===== src/sv/ddo_pkg.sv =====
// ----------------------------------------------------------------------------
// ddo_pkg
// Shared types, constants and helpers of the differential drive odometry core.
// ----------------------------------------------------------------------------
package ddo_pkg;

    // Default parameter values
    localparam int COUNT_BITS_DEF   = 16;
    localparam int ANGLE_BITS_DEF   = 24;
    localparam int CORDIC_STEPS_DEF = 16;

    // Fixed field widths
    localparam int CFG_W   = 16;
    localparam int POS_W   = 32;
    localparam int HEAD_W  = 24;
    localparam int OUT_W   = 2 * POS_W + HEAD_W;

    // Shared multiplier operand and product widths
    localparam int MUL_W   = 34;
    localparam int PROD_W  = 2 * MUL_W;

    // CORDIC datapath width and accumulation width for saturation
    localparam int CORD_W  = 34;
    localparam int ACC_W   = 40;
    localparam int PROD_SH = 30;

    // Configuration register indexes
    localparam logic CFG_DIST_PER_COUNT  = 1'b0;
    localparam logic CFG_ANGLE_PER_COUNT = 1'b1;

    // Register reset values
    localparam logic [CFG_W-1:0] DIST_RESET  = 16'd1311;
    localparam logic [CFG_W-1:0] ANGLE_RESET = 16'd2225;

    // CORDIC gain inverse, Q2.30
    localparam logic signed [CORD_W-1:0] GAIN_INV = 34'sd652032875;

    // Arctangent table, 2^32 units per turn
    localparam int ATAN_N     = 24;
    localparam int ATAN_IDX_W = 5;
    localparam logic [31:0] ATAN_TAB [0:ATAN_N-1] = '{
        32'd536870912, 32'd316933406, 32'd167458907, 32'd85004756,
        32'd42667331,  32'd21354465,  32'd10679838,  32'd5340245,
        32'd2670163,   32'd1335087,   32'd667544,    32'd333772,
        32'd166886,    32'd83443,     32'd41722,     32'd20861,
        32'd10430,     32'd5215,      32'd2608,      32'd1304,
        32'd652,       32'd326,       32'd163,       32'd81
    };

    // Sequencer states
    typedef enum logic [3:0] {
        ST_IDLE,
        ST_MHEAD,
        ST_MMAG,
        ST_CINIT,
        ST_CITER,
        ST_MX,
        ST_MY,
        ST_ACCY,
        ST_DONE
    } t_state;

    // Multiplier operand selection
    typedef enum logic [1:0] {
        MS_HEAD,
        MS_MAG,
        MS_X,
        MS_Y
    } t_mul_sel;

    // Sequencer to datapath controls
    typedef struct packed {
        logic     in_ready;
        t_mul_sel mul_sel;
        logic     mul_en;
        logic     head_upd;
        logic     cord_init;
        logic     cord_step;
        logic     x_upd;
        logic     y_upd;
        logic     out_load;
    } t_ctrl;

    // Clamp to the signed 32-bit range
    function automatic logic signed [POS_W-1:0] sat32(input logic signed [ACC_W-1:0] v);
        logic signed [ACC_W-1:0] hi;
        logic signed [ACC_W-1:0] lo;
        hi = 40'sh007FFFFFFF;
        lo = -40'sh0080000000;
        if (v > hi) begin
            return 32'sh7FFFFFFF;
        end else if (v < lo) begin
            return 32'sh80000000;
        end
        return v[POS_W-1:0];
    endfunction

endpackage


===== src/sv/ddo_mul.sv =====
// ----------------------------------------------------------------------------
// ddo_mul
// Shared signed multiplier with a registered product.
// ----------------------------------------------------------------------------
module ddo_mul (
    input  logic                                 i_clk,
    input  logic                                 i_en,
    input  logic signed [ddo_pkg::MUL_W-1:0]     i_a,
    input  logic signed [ddo_pkg::MUL_W-1:0]     i_b,
    output logic signed [ddo_pkg::PROD_W-1:0]    o_prod
);

    logic signed [ddo_pkg::PROD_W-1:0] r_prod;

    // One product per enabled cycle
    always_ff @(posedge i_clk) begin
        if (i_en) begin
            r_prod <= i_a * i_b;
        end
    end

    assign o_prod = r_prod;

endmodule


===== src/sv/ddo_cordic.sv =====
// ----------------------------------------------------------------------------
// ddo_cordic
// Iterative rotation-mode CORDIC: one micro-rotation per stepped cycle, sin
// and cos of a binary angle in Q2.30.
// ----------------------------------------------------------------------------
module ddo_cordic #(
    parameter int ANGLE_BITS   = ddo_pkg::ANGLE_BITS_DEF,
    parameter int CORDIC_STEPS = ddo_pkg::CORDIC_STEPS_DEF
) (
    input  logic                               i_clk,
    input  logic                               i_init,
    input  logic                               i_step,
    input  logic [ANGLE_BITS-1:0]              i_angle,
    output logic signed [ddo_pkg::CORD_W-1:0]  o_sin,
    output logic signed [ddo_pkg::CORD_W-1:0]  o_cos,
    output logic                               o_done
);

    localparam int ITER     = (CORDIC_STEPS < ddo_pkg::ATAN_N) ? CORDIC_STEPS
                                                                : ddo_pkg::ATAN_N;
    localparam int CNT_W    = $clog2(ITER);
    localparam int PHASE_SH = 32 - ANGLE_BITS;

    logic signed [ddo_pkg::CORD_W-1:0] r_cx, n_cx;
    logic signed [ddo_pkg::CORD_W-1:0] r_cy, n_cy;
    logic signed [ddo_pkg::CORD_W-1:0] r_z,  n_z;
    logic [CNT_W-1:0]                  r_cnt, n_cnt;

    logic [31:0]                       w_phase;
    logic [31:0]                       w_phase_r;
    logic                              w_reflect;
    logic signed [ddo_pkg::CORD_W-1:0] w_dx;
    logic signed [ddo_pkg::CORD_W-1:0] w_dy;
    logic signed [ddo_pkg::CORD_W-1:0] w_atan;

    // Start vector: back half turn is reflected with a negated start
    always_comb begin
        w_phase   = 32'(i_angle) << PHASE_SH;
        w_reflect = w_phase[31] ^ w_phase[30];
        w_phase_r = w_reflect ? (w_phase ^ 32'h80000000) : w_phase;
    end

    // Shared shift and add/sub step
    always_comb begin
        w_dx   = r_cy >>> r_cnt;
        w_dy   = r_cx >>> r_cnt;
        w_atan = ddo_pkg::CORD_W'(ddo_pkg::ATAN_TAB[ddo_pkg::ATAN_IDX_W'(r_cnt)]);
        n_cx   = r_cx;
        n_cy   = r_cy;
        n_z    = r_z;
        n_cnt  = r_cnt;
        if (i_init) begin
            n_cx  = w_reflect ? -ddo_pkg::GAIN_INV : ddo_pkg::GAIN_INV;
            n_cy  = '0;
            n_z   = ddo_pkg::CORD_W'($signed(w_phase_r));
            n_cnt = '0;
        end else if (i_step) begin
            if (!r_z[ddo_pkg::CORD_W-1]) begin
                n_cx = r_cx - w_dx;
                n_cy = r_cy + w_dy;
                n_z  = r_z - w_atan;
            end else begin
                n_cx = r_cx + w_dx;
                n_cy = r_cy - w_dy;
                n_z  = r_z + w_atan;
            end
            n_cnt = r_cnt + CNT_W'(1);
        end
    end

    always_ff @(posedge i_clk) begin
        r_cx  <= n_cx;
        r_cy  <= n_cy;
        r_z   <= n_z;
        r_cnt <= n_cnt;
    end

    assign o_sin  = r_cy;
    assign o_cos  = r_cx;
    assign o_done = (r_cnt == CNT_W'(ITER - 1));

endmodule


===== src/sv/ddo_fsm.sv =====
// ----------------------------------------------------------------------------
// ddo_fsm
// Sequencer: steps one transaction through the shared multiplier and CORDIC.
// ----------------------------------------------------------------------------
module ddo_fsm (
    input  logic            i_clk,
    input  logic            i_rst_n,
    input  logic            i_in_valid,
    input  logic            i_out_busy,
    input  logic            i_cord_done,
    output ddo_pkg::t_ctrl  o_ctrl
);

    ddo_pkg::t_state r_state, n_state;

    always_ff @(posedge i_clk) begin
        if (!i_rst_n) begin
            r_state <= ddo_pkg::ST_IDLE;
        end else begin
            r_state <= n_state;
        end
    end

    // Next state and controls
    always_comb begin
        n_state          = r_state;
        o_ctrl           = '0;
        o_ctrl.mul_sel   = ddo_pkg::MS_HEAD;
        case (r_state)
            ddo_pkg::ST_IDLE: begin
                o_ctrl.in_ready = 1'b1;
                if (i_in_valid) begin
                    n_state = ddo_pkg::ST_MHEAD;
                end
            end
            ddo_pkg::ST_MHEAD: begin
                o_ctrl.mul_en  = 1'b1;
                o_ctrl.mul_sel = ddo_pkg::MS_HEAD;
                n_state        = ddo_pkg::ST_MMAG;
            end
            ddo_pkg::ST_MMAG: begin
                o_ctrl.head_upd = 1'b1;
                o_ctrl.mul_en   = 1'b1;
                o_ctrl.mul_sel  = ddo_pkg::MS_MAG;
                n_state         = ddo_pkg::ST_CINIT;
            end
            ddo_pkg::ST_CINIT: begin
                o_ctrl.cord_init = 1'b1;
                n_state          = ddo_pkg::ST_CITER;
            end
            ddo_pkg::ST_CITER: begin
                o_ctrl.cord_step = 1'b1;
                if (i_cord_done) begin
                    n_state = ddo_pkg::ST_MX;
                end
            end
            ddo_pkg::ST_MX: begin
                o_ctrl.mul_en  = 1'b1;
                o_ctrl.mul_sel = ddo_pkg::MS_X;
                n_state        = ddo_pkg::ST_MY;
            end
            ddo_pkg::ST_MY: begin
                o_ctrl.x_upd   = 1'b1;
                o_ctrl.mul_en  = 1'b1;
                o_ctrl.mul_sel = ddo_pkg::MS_Y;
                n_state        = ddo_pkg::ST_ACCY;
            end
            ddo_pkg::ST_ACCY: begin
                o_ctrl.y_upd = 1'b1;
                n_state      = ddo_pkg::ST_DONE;
            end
            ddo_pkg::ST_DONE: begin
                if (!i_out_busy) begin
                    o_ctrl.out_load = 1'b1;
                    n_state         = ddo_pkg::ST_IDLE;
                end
            end
            default: begin
                n_state = ddo_pkg::ST_IDLE;
            end
        endcase
    end

endmodule


===== src/sv/differential_drive_odometry_core.sv =====
// ----------------------------------------------------------------------------
// differential_drive_odometry_core
// Dead-reckoning pose tracker for a two-wheel differential drive.
// ----------------------------------------------------------------------------
// Each input transaction carries the left and right encoder count changes of
// one sample period and yields one output transaction with the updated x, y
// and heading. Once the input is accepted, the heading and magnitude products
// pass through the single shared multiplier, the CORDIC loop does one
// micro-rotation per cycle (step count capped at 24), the x and y products
// pass through it, the two accumulators update and the output register loads
// once the previous result is taken. The input is not ready while a
// transaction is being worked on and becomes ready in the cycle the result
// appears, so no new transaction is taken before the last is through; a
// finished result waits in the output register while the next transaction
// is accepted. Configuration writes are expected only while the core is idle.
// ----------------------------------------------------------------------------
module differential_drive_odometry_core #(
    parameter int COUNT_BITS   = ddo_pkg::COUNT_BITS_DEF,
    parameter int ANGLE_BITS   = ddo_pkg::ANGLE_BITS_DEF,
    parameter int CORDIC_STEPS = ddo_pkg::CORDIC_STEPS_DEF
) (
    input  logic                          i_clk,
    input  logic                          i_rst_n,
    // Input stream
    input  logic                          i_s_tvalid,
    output logic                          o_s_tready,
    // left_count, right_count
    input  logic [((2*COUNT_BITS+7)/8)*8-1:0] i_s_tdata,
    // Output stream
    output logic                          o_m_tvalid,
    input  logic                          i_m_tready,
    // x_position, y_position, heading
    output logic [ddo_pkg::OUT_W-1:0]     o_m_tdata,
    // Configuration write port
    input  logic                          i_cfg_we,
    input  logic                          i_cfg_index,
    input  logic [ddo_pkg::CFG_W-1:0]     i_cfg_wdata
);

    localparam int DW = COUNT_BITS + 1;

    ddo_pkg::t_ctrl w_ctrl;

    logic [ddo_pkg::CFG_W-1:0]          r_dpc;
    logic [ddo_pkg::CFG_W-1:0]          r_apc;
    logic signed [COUNT_BITS-1:0]       r_left;
    logic signed [COUNT_BITS-1:0]       r_right;
    logic [ANGLE_BITS-1:0]              r_head;
    logic signed [ddo_pkg::POS_W-1:0]   r_x;
    logic signed [ddo_pkg::POS_W-1:0]   r_y;
    logic signed [ddo_pkg::POS_W-1:0]   r_disp;
    logic                               r_ovalid;
    logic [ddo_pkg::OUT_W-1:0]          r_odata;

    logic                               w_accept;
    logic signed [DW-1:0]               w_delta;
    logic signed [DW-1:0]               w_sum;
    logic [DW-1:0]                      w_asum;
    logic [DW-1:0]                      w_al;
    logic [DW-1:0]                      w_ar;
    logic                               w_neg;
    logic signed [ddo_pkg::POS_W-1:0]   w_mag;
    logic signed [ddo_pkg::MUL_W-1:0]   w_mul_a;
    logic signed [ddo_pkg::MUL_W-1:0]   w_mul_b;
    logic signed [ddo_pkg::PROD_W-1:0]  w_prod;
    logic signed [ddo_pkg::ACC_W-1:0]   w_term;
    logic signed [ddo_pkg::CORD_W-1:0]  w_sin;
    logic signed [ddo_pkg::CORD_W-1:0]  w_cos;
    logic                               w_cord_done;

    assign w_accept   = i_s_tvalid & w_ctrl.in_ready;
    assign o_s_tready = w_ctrl.in_ready;

    // Sequencer
    ddo_fsm u_fsm (
        .i_clk       (i_clk),
        .i_rst_n     (i_rst_n),
        .i_in_valid  (i_s_tvalid),
        .i_out_busy  (r_ovalid & ~i_m_tready),
        .i_cord_done (w_cord_done),
        .o_ctrl      (w_ctrl)
    );

    // Configuration registers
    always_ff @(posedge i_clk) begin
        if (!i_rst_n) begin
            r_dpc <= ddo_pkg::DIST_RESET;
            r_apc <= ddo_pkg::ANGLE_RESET;
        end else if (i_cfg_we) begin
            case (i_cfg_index)
                ddo_pkg::CFG_DIST_PER_COUNT:  r_dpc <= i_cfg_wdata;
                ddo_pkg::CFG_ANGLE_PER_COUNT: r_apc <= i_cfg_wdata;
                default: ;
            endcase
        end
    end

    // Input capture
    always_ff @(posedge i_clk) begin
        if (w_accept) begin
            r_left  <= i_s_tdata[COUNT_BITS-1:0];
            r_right <= i_s_tdata[2*COUNT_BITS-1:COUNT_BITS];
        end
    end

    // Count difference, magnitude of sum and direction sign
    always_comb begin
        w_delta = DW'(r_left) - DW'(r_right);
        w_sum   = DW'(r_left) + DW'(r_right);
        w_asum  = w_sum[DW-1] ? DW'(-w_sum) : DW'(w_sum);
        w_al    = r_left[COUNT_BITS-1]  ? DW'(-DW'(r_left))  : DW'(r_left);
        w_ar    = r_right[COUNT_BITS-1] ? DW'(-DW'(r_right)) : DW'(r_right);
        w_neg   = ((w_al > w_ar) == (r_left > r_right));
    end

    // Multiplier operand selection
    always_comb begin
        case (w_ctrl.mul_sel)
            ddo_pkg::MS_HEAD: begin
                w_mul_a = ddo_pkg::MUL_W'(w_delta);
                w_mul_b = ddo_pkg::MUL_W'(r_apc);
            end
            ddo_pkg::MS_MAG: begin
                w_mul_a = ddo_pkg::MUL_W'(w_asum);
                w_mul_b = ddo_pkg::MUL_W'(r_dpc);
            end
            ddo_pkg::MS_X: begin
                w_mul_a = ddo_pkg::MUL_W'(r_disp);
                w_mul_b = ddo_pkg::MUL_W'(w_sin);
            end
            ddo_pkg::MS_Y: begin
                w_mul_a = ddo_pkg::MUL_W'(r_disp);
                w_mul_b = ddo_pkg::MUL_W'(w_cos);
            end
            default: begin
                w_mul_a = '0;
                w_mul_b = '0;
            end
        endcase
    end

    ddo_mul u_mul (
        .i_clk  (i_clk),
        .i_en   (w_ctrl.mul_en),
        .i_a    (w_mul_a),
        .i_b    (w_mul_b),
        .o_prod (w_prod)
    );

    ddo_cordic #(
        .ANGLE_BITS   (ANGLE_BITS),
        .CORDIC_STEPS (CORDIC_STEPS)
    ) u_cordic (
        .i_clk   (i_clk),
        .i_init  (w_ctrl.cord_init),
        .i_step  (w_ctrl.cord_step),
        .i_angle (r_head),
        .o_sin   (w_sin),
        .o_cos   (w_cos),
        .o_done  (w_cord_done)
    );

    // Halved magnitude, saturated to 2^31 - 1 (product is never negative)
    always_comb begin
        if (|w_prod[ddo_pkg::PROD_W-1:32]) begin
            w_mag = 32'sh7FFFFFFF;
        end else begin
            w_mag = ddo_pkg::POS_W'(w_prod[31:1]);
        end
    end

    // Product scaled back from Q2.30, floor rounding
    assign w_term = ddo_pkg::ACC_W'(w_prod >>> ddo_pkg::PROD_SH);

    // Pose state
    always_ff @(posedge i_clk) begin
        if (!i_rst_n) begin
            r_head <= '0;
            r_x    <= '0;
            r_y    <= '0;
        end else begin
            if (w_ctrl.head_upd) begin
                r_head <= r_head + w_prod[ANGLE_BITS-1:0];
            end
            if (w_ctrl.x_upd) begin
                r_x <= ddo_pkg::sat32(ddo_pkg::ACC_W'(r_x) + w_term);
            end
            if (w_ctrl.y_upd) begin
                r_y <= ddo_pkg::sat32(ddo_pkg::ACC_W'(r_y) + w_term);
            end
        end
    end

    // Signed displacement
    always_ff @(posedge i_clk) begin
        if (w_ctrl.cord_init) begin
            r_disp <= w_neg ? -w_mag : w_mag;
        end
    end

    // Output register
    always_ff @(posedge i_clk) begin
        if (!i_rst_n) begin
            r_ovalid <= 1'b0;
        end else if (w_ctrl.out_load) begin
            r_ovalid <= 1'b1;
        end else if (i_m_tready) begin
            r_ovalid <= 1'b0;
        end
    end

    always_ff @(posedge i_clk) begin
        if (w_ctrl.out_load) begin
            r_odata <= {ddo_pkg::HEAD_W'(r_head), r_y, r_x};
        end
    end

    assign o_m_tvalid = r_ovalid;
    assign o_m_tdata  = r_odata;

endmodule


===== config.mk =====
export PLATFORM = sky130hd
export DESIGN_NAME = differential_drive_odometry_core
export DESIGN_NICKNAME = d
export VERILOG_FILES = /design/src/sv/ddo_pkg.sv /design/src/sv/ddo_mul.sv /design/src/sv/ddo_cordic.sv /design/src/sv/ddo_fsm.sv /design/src/sv/differential_drive_odometry_core.sv
export SDC_FILE = /design/constraint.sdc
export NUM_CORES = 2
export LEC_CHECK = 0
export BUFFER_PORTS_ARGS = -buffer_cell sky130_fd_sc_hd__buf_2
export CORE_MARGIN = 3
export CORE_UTILIZATION = 60
export CTS_CLUSTER_SIZE = 16
export DETAILED_ROUTE_END_ITERATION = 10
export GPL_TIMING_DRIVEN = 0
export PLACE_DENSITY = 0.77
export RECOVER_POWER = 100
export SLEW_MARGIN = 10
export SYNTH_ARGS = -nofsm -noshare
export SYNTH_HDL_FRONTEND = slang
export SYNTH_SLANG_ARGS = --single-unit

===== constraint.sdc =====
create_clock -name i_clk -period 16.1 [get_ports i_clk]
set_clock_uncertainty 0.15 [all_clocks]
set_input_delay 1.61 -clock i_clk [delete_from_list [all_inputs] [get_ports i_clk]]
set_output_delay 1.61 -clock i_clk [all_outputs]
set_load 0.01 [all_outputs]

# Yosys cells after proc, flatten, opt, wreduce, memory -nomap -nowiden
# Memory sizes are Yosys's and may differ from the RTL's.
# Cells that the tools add are included.
[totals] memories=1 mem_bits_ro=1024 output_inout_bits=90 wordCells=122 latchBits=0 mem_bits_rw=0 register_bits=451
[memory_table] name="(no name shown)" depth=32 width=32 rd=1 rd_ports_with_merged_regs=0 write_ports=0 line="ddo_cordic.sv:47" rtl="w_atan = ddo_pkg::CORD_W'(ddo_pkg::ATAN_TAB[ddo_pkg::ATAN_IDX_W'(r_cnt)]);"
[classes] n_bitwise=7 n_mux=47 n_eq_ne=16 mul=1 magnitude_cmp=7 addsub=16 div_mod_pow=0 n_shift=2 reduce_logical=9
[op_table] op="32-bit two-way mux" n=10
[op_table] op="34-bit two-way mux" n=8
[op_table] op="34-bit one-hot mux with 4 select lines" n=1
[op_table] op="34-bit one-hot mux with 3 select lines" n=1
[op_table] op="32-bit by 38-bit adder with 39-bit output" n=2
[op_table] op="39-bit by 32-bit > comparator with 1-bit output (second input constant)" n=2
[op_table] op="39-bit by 32-bit less-than comparator with 1-bit output (second input constant)" n=2
[op_table] op="34-bit adder" n=2
[op_table] op="34-bit by 34-bit multiplier with 68-bit output" n=1
[op_table] op="34-bit by 4-bit >>> shifter with 34-bit output" n=2
[op_table] op="34-bit subtractor" n=2
[op_table] op="17-bit two-way mux" n=3
[op_table] op="4-bit one-hot mux with 9 select lines" n=1
[op_table] op="36-bit OR reduction" n=1
[op_table] op="34-bit by 33-bit adder with 34-bit output" n=1
[op_table] op="16-bit negation with 17-bit output" n=2
[op_table] op="34-bit by 33-bit subtractor with 34-bit output" n=1
[op_table] op="32-bit negation" n=1
[op_table] op="31-bit two-way mux" n=1
[op_table] op="24-bit adder" n=1
[op_table] op="1-bit two-way mux" n=18
[op_table] op="16-bit by 16-bit adder with 17-bit output" n=1
[op_table] op="17-bit > comparator" n=1
[op_table] op="17-bit negation" n=1
[op_table] op="other kinds (25)" n=39

# Depth between registers and ports, before layout
[logic_depth] ltp_word=8 depth_mapped=47

# By module
# A second synthesis with hierarchy kept.
[unflattened] cells_unflattened=8505 area_unflattened_um2=78353.9
[modules_own_cells] module="ddo_mul" cells_each=4584 instances=1 area_each_um2=43819.5
[modules_own_cells] module="differential_drive_odometry_core" cells_each=2080 instances=1 area_each_um2=18855.6
[modules_own_cells] module="ddo_cordic" cells_each=1804 instances=1 area_each_um2=15381.0
[modules_own_cells] module="ddo_fsm" cells_each=37 instances=1 area_each_um2=297.8

# Worst setup path before layout
# Ideal clock, no wire load.
[synth_timing] kind="flip-flop to flip-flop" from="register u_fsm.r_state[1]" to="register u_mul.r_prod, in the netlist u_mul.o_prod[60], data pin" t_required_ns=15.691 arrival_time_ns=11.941 setup_ns=0.259 path_stages_with_launch=35 setup_slack_ns=3.750 path_buffers=3 path_cell_list="dfxtp_1 clkbuf_1 xnor2_1 nor2_1 and2_1 clkbuf_1 clkbuf_1 a21oi_1 or3_1 inv_1 fa_1 fa_1 fa_1 fa_1 inv_1 fa_1 fa_1 inv_1 fa_1 inv_1 fa_1 inv_1 ha_1 a21o_1 a21oi_1 nor2_1 nor2_1 o21bai_1 a21o_1 a21o_1 a311o_1 a21oi_1 o21bai_1 a21oi_1 xnor2_1"
[synth_via] elab_chain_len=6
[synth_lines] item="start, declared" line="ddo_fsm.sv:14" rtl="ddo_pkg::t_state r_state, n_state;"
[synth_lines] item="start signal, assigned" line="ddo_fsm.sv:18" rtl="r_state <= ddo_pkg::ST_IDLE;"
[synth_lines] item="start signal, assigned" line="ddo_fsm.sv:20" rtl="r_state <= n_state;"
[synth_lines] item="4-bit by 3-bit equality test with 1-bit output (tied with other cells)" line="ddo_fsm.sv:29" rtl="case (r_state)"
[synth_lines] item="3-bit one-hot mux with 4 select lines *" line="ddo_fsm.sv:29"
[synth_lines] item="2-bit equality test" line="differential_drive_odometry_core.sv:118" rtl="case (w_ctrl.mul_sel)"
[synth_lines] item="2-bit OR reduction (no source line)"
[synth_lines] item="34-bit one-hot mux with 3 select lines" line="differential_drive_odometry_core.sv:118"
[synth_lines] item="34-bit by 34-bit multiplier with 68-bit output *" line="ddo_mul.sv:18" rtl="r_prod <= i_a * i_b;"
[synth_lines] item="end signal, assigned" line="ddo_mul.sv:18"
[synth_lines] item="end, declared" line="ddo_mul.sv:13" rtl="logic signed [ddo_pkg::PROD_W-1:0] r_prod;"
# Mark *: on every way between the ends. The rest lies on a longest branch, timed or not.
# A chain may end at the register's enable or synchronous reset.

# Worst setup path after layout
[layout_timing] from="register r_left[0]" to="register u_mul.r_prod, in the netlist u_mul.o_prod[61], data pin"
[layout_via] elab_chain_len=5
[layout_lines] item="start, declared" line="differential_drive_odometry_core.sv:46" rtl="logic signed [COUNT_BITS-1:0] r_left;"
[layout_lines] item="start signal, assigned" line="differential_drive_odometry_core.sv:101" rtl="r_left <= i_s_tdata[COUNT_BITS-1:0];"
[layout_lines] item="16-bit by 16-bit adder with 17-bit output" line="differential_drive_odometry_core.sv:109" rtl="w_sum = DW'(r_left) + DW'(r_right);"
[layout_lines] item="17-bit negation" line="differential_drive_odometry_core.sv:110" rtl="w_asum = w_sum[DW-1] ? DW'(-w_sum) : DW'(w_sum);"
[layout_lines] item="17-bit two-way mux" line="differential_drive_odometry_core.sv:110"
[layout_lines] item="34-bit one-hot mux with 3 select lines *" line="differential_drive_odometry_core.sv:118"
[layout_lines] item="34-bit by 34-bit multiplier with 68-bit output *" line="ddo_mul.sv:18"
# Marks and branches as above.

==> flow_summary.json <==
{
  "first_global_vias": 66860,
  "synth_warnings": 0,
  "synth.cell_area_um2": 73610,
  "cts-buffers-inserted": 49,
  "layout_worst_path_cycle_share_pct": 97.77,
  "kind_of_start_point_of_the_critical_path": "register",
  "fmaxAchievable_ghz": 0.06353,
  "synthesis.area_per_instance_um2": 8.965,
  "drv.max_cap_violation_count": 9,
  "tritoncts": "done",
  "timing.critical_path.mode_cell": "sky130_fd_sc_hd__fa_1",
  "placeableCoreArea_um2": 120800,
  "synth-async-reset-ratio_pct": 0,
  "critical_path_buf_inv_count": 8,
  "timing.critical_path.slowest_stage_cell": "sky130_fd_sc_hd__nor3_1",
  "grt_start_max_net_pins": 56,
  "drt_drc_violations_left": 0,
  "number_of_different_library_cells_in_the_post_synthesis_netlist": 95,
  "drtAntennaViolNets": 0,
  "ctsHtreeMaxLevel": 2,
  "wl_per_cell_um": 28.58,
  "timing.hold.worst.class": "reg2reg",
  "initial_antenna_violation_count": 22,
  "failing_checks": "capacitance limit, slew limit",
  "path_max_fanout": 10,
  "endpoint_arrival_time_on_the_critical_path_ps": 15920,
  "unrepaired_setup_endpoints_after_global_routing": "false",
  "synth.top_cells.by_area": "sky130_fd_sc_hd__fa_1 (33%), sky130_fd_sc_hd__edfxtp_1 (12%), sky130_fd_sc_hd__ha_1 (7.8%), sky130_fd_sc_hd__inv_1 (6.5%), sky130_fd_sc_hd__nand2_1 (6.2%)",
  "setup_viol": 0,
  "cp_slowest_stage_delay_ps": 1210,
  "most_frequent_cells_in_the_layout": "sky130_fd_sc_hd__inv_1 (1275), sky130_fd_sc_hd__nand2_1 (1209), sky130_fd_sc_hd__fa_1 (1200), sky130_fd_sc_hd__nor2_1 (640), sky130_fd_sc_hd__ha_1 (460)",
  "postLayoutSetupSlackWorst_ps": 358.5,
  "end_kind": "register",
  "yosysSeqAreaShare_pct": 16.18,
  "die_y_um": 356.3,
  "drive_above_1_share_pct": 4.225,
  "clock_pin_slew_on_the_worst_setup_and_hold_paths_ps": 70,
  "worst_setup_slack_post_dpl_ps": 674.2,
  "synth_enable_flop_cells": 288,
  "required_ps": 16280,
  "run_status": "finished, violations left",
  "drtPass1Iterations": 10,
  "grt_use_total_pct": 45.57,
  "netlist_instances": 8211,
  "synthDominantCellAreaShare_pct": 32.66,
  "fin_worst_hold_slack_ps": 298.9,
  "initial_cell_density_of_the_core_pct": 60.95,
  "finalWeightedCongestion": 1.080,
  "std_cell_rows": 127,
  "tightestPinTransition_ps": 3603,
  "dr.first_iter.drc_count": 8080,
  "number_of_sinks_handled_by_clock_tree_synthesis": 451,
  "global_route.overflow_total": 0,
  "cp_top_family": "adder cells",
  "syn_to_final_growth_pct": 6.418,
  "slew_viol_final": 286,
  "postRouteWirelength_um": 288700,
  "mostFrequentLayoutCell": "sky130_fd_sc_hd__inv_1",
  "timing_hold_violations_final": 0,
  "floorplan.die.width_um": 356.3,
  "clock_path_buffers": 3,
  "wire_length_of_the_first_global_routing_pass_um": 422200,
  "die_area_um2": 126900,
  "finalWorstPathRequiredPeriod_ps": 15740,
  "worst-r2r-setup-slack_ps": 360,
  "count_of_state_elements_after_synthesis": 451,
  "vias": 65010,
  "synth_area_leader_cell": "sky130_fd_sc_hd__fa_1",
  "cts_hold_buffers": 0,
  "num_io_pins": 144,
  "setup.worst_path.class": "reg2reg",
  "worst_skew_pair.late_latency_ps": 640,
  "ys_dominant_reg_cell": "sky130_fd_sc_hd__edfxtp_1",
  "synth_nets": 9927,
  "nNetsFinal": 10150,
  "detail_routed_via_count_per_cell": 6.437,
  "slew-limit-headroom_pct": -140.2,
  "clk_root_buffer_cell": "sky130_fd_sc_hd__clkbuf_16",
  "detailed_place_hpwl_um": 237900,
  "portBuffers": 142
}
-- cells in the mapped netlist (all sizes together), types with 71 or more instances --
cell type	number
a21o	161
a21oi	440
buf	85
clkbuf	316
dfxtp	163
edfxtp	288
fa	1201
ha	461
inv	1277
mux4	71
nand2	1209
nand3	113
nor2	643
o21ai	333
xnor2	251
xor2	144
-- area by class of cell --
cell class | instances | area (µm²)
sequential | 451 | 11910
multi-input combinational | 6080 | 55310
clock buffer | 53 | 1262
clock inverter | 39 | 478.0
fill | 9856 | 42430
inverter | 1279 | 4802
buffer | 401 | 1618
timing repair buffer | 171 | 898.4
tap | 1612 | 2017
antenna | 13 | 32.53
-- sequential cells by signal, summed over array words and instances (netlist names), 32 cells and up --
signal,cells
u_cordic.o_cos,34
u_mul.o_prod,68
u_cordic.r_z,34
u_cordic.o_sin,34
r_y,32
r_disp,32
o_m_tdata,88
r_x,32
-- layer usage --
| metal | vias up | track usage (%) | part of all wire, % |
|---|---|---|---|
| met3 | 1222 | 13.49 | 13 |
| met2 | 4555 | 69.42 | 43 |
| met5 | - | 0 | 0.037 |
| met1 | 32120 | 57.41 | 36 |
| li1 | 27090 | - | - |
| met4 | 16 | 28.00 | 7.8 |
-- cell families after synthesis --
kind of cell               Yosys count  share of synthesized area [%]
muxes                              141                          3.163
and+or+nand+nor                   2448                          14.42
DFF                                451                          16.18
adders and majority gates         1662                          40.50
AOI/OAI and AO/OA                 1432                          12.25
buffers and inverters             1680                          8.766
other                                2                        0.01020
xor gates and xnor gates           395                          4.710
-- per-stage QoR --
stage               utilization [%]  area (µm²)  std cells  setup TNS, ps
detailed placement            63.59       76800       9993              0
global route                  64.84       78300      10090              0
floorplan                         -       73610       8211              0
global placement              63.21       76340       9965         -49000
CTS                           65.03       78540      10090              0
finish                        64.86       78330      10100              0
-- what timing repair did --
action                                  4_1_cts  5_1_grt
gates resized for setup                       0        4
setup buffers                                 0        0
endpoints found under the setup margin        0        4
-- final timing paths --
check | start | to | cells after the start
worst max register to register | r_left[0] | u_mul.o_prod[61] | 42
worst max-delay path | r_left[0] | u_mul.o_prod[61] | 42
worst min-delay path | r_x[30] | o_m_tdata[30] | 0
worst min register to register | r_x[30] | o_m_tdata[30] | 0
Power is left out: the tool's default activity adds up to more than one toggle a clock period on the data nets, which glitch-free logic cannot reach.
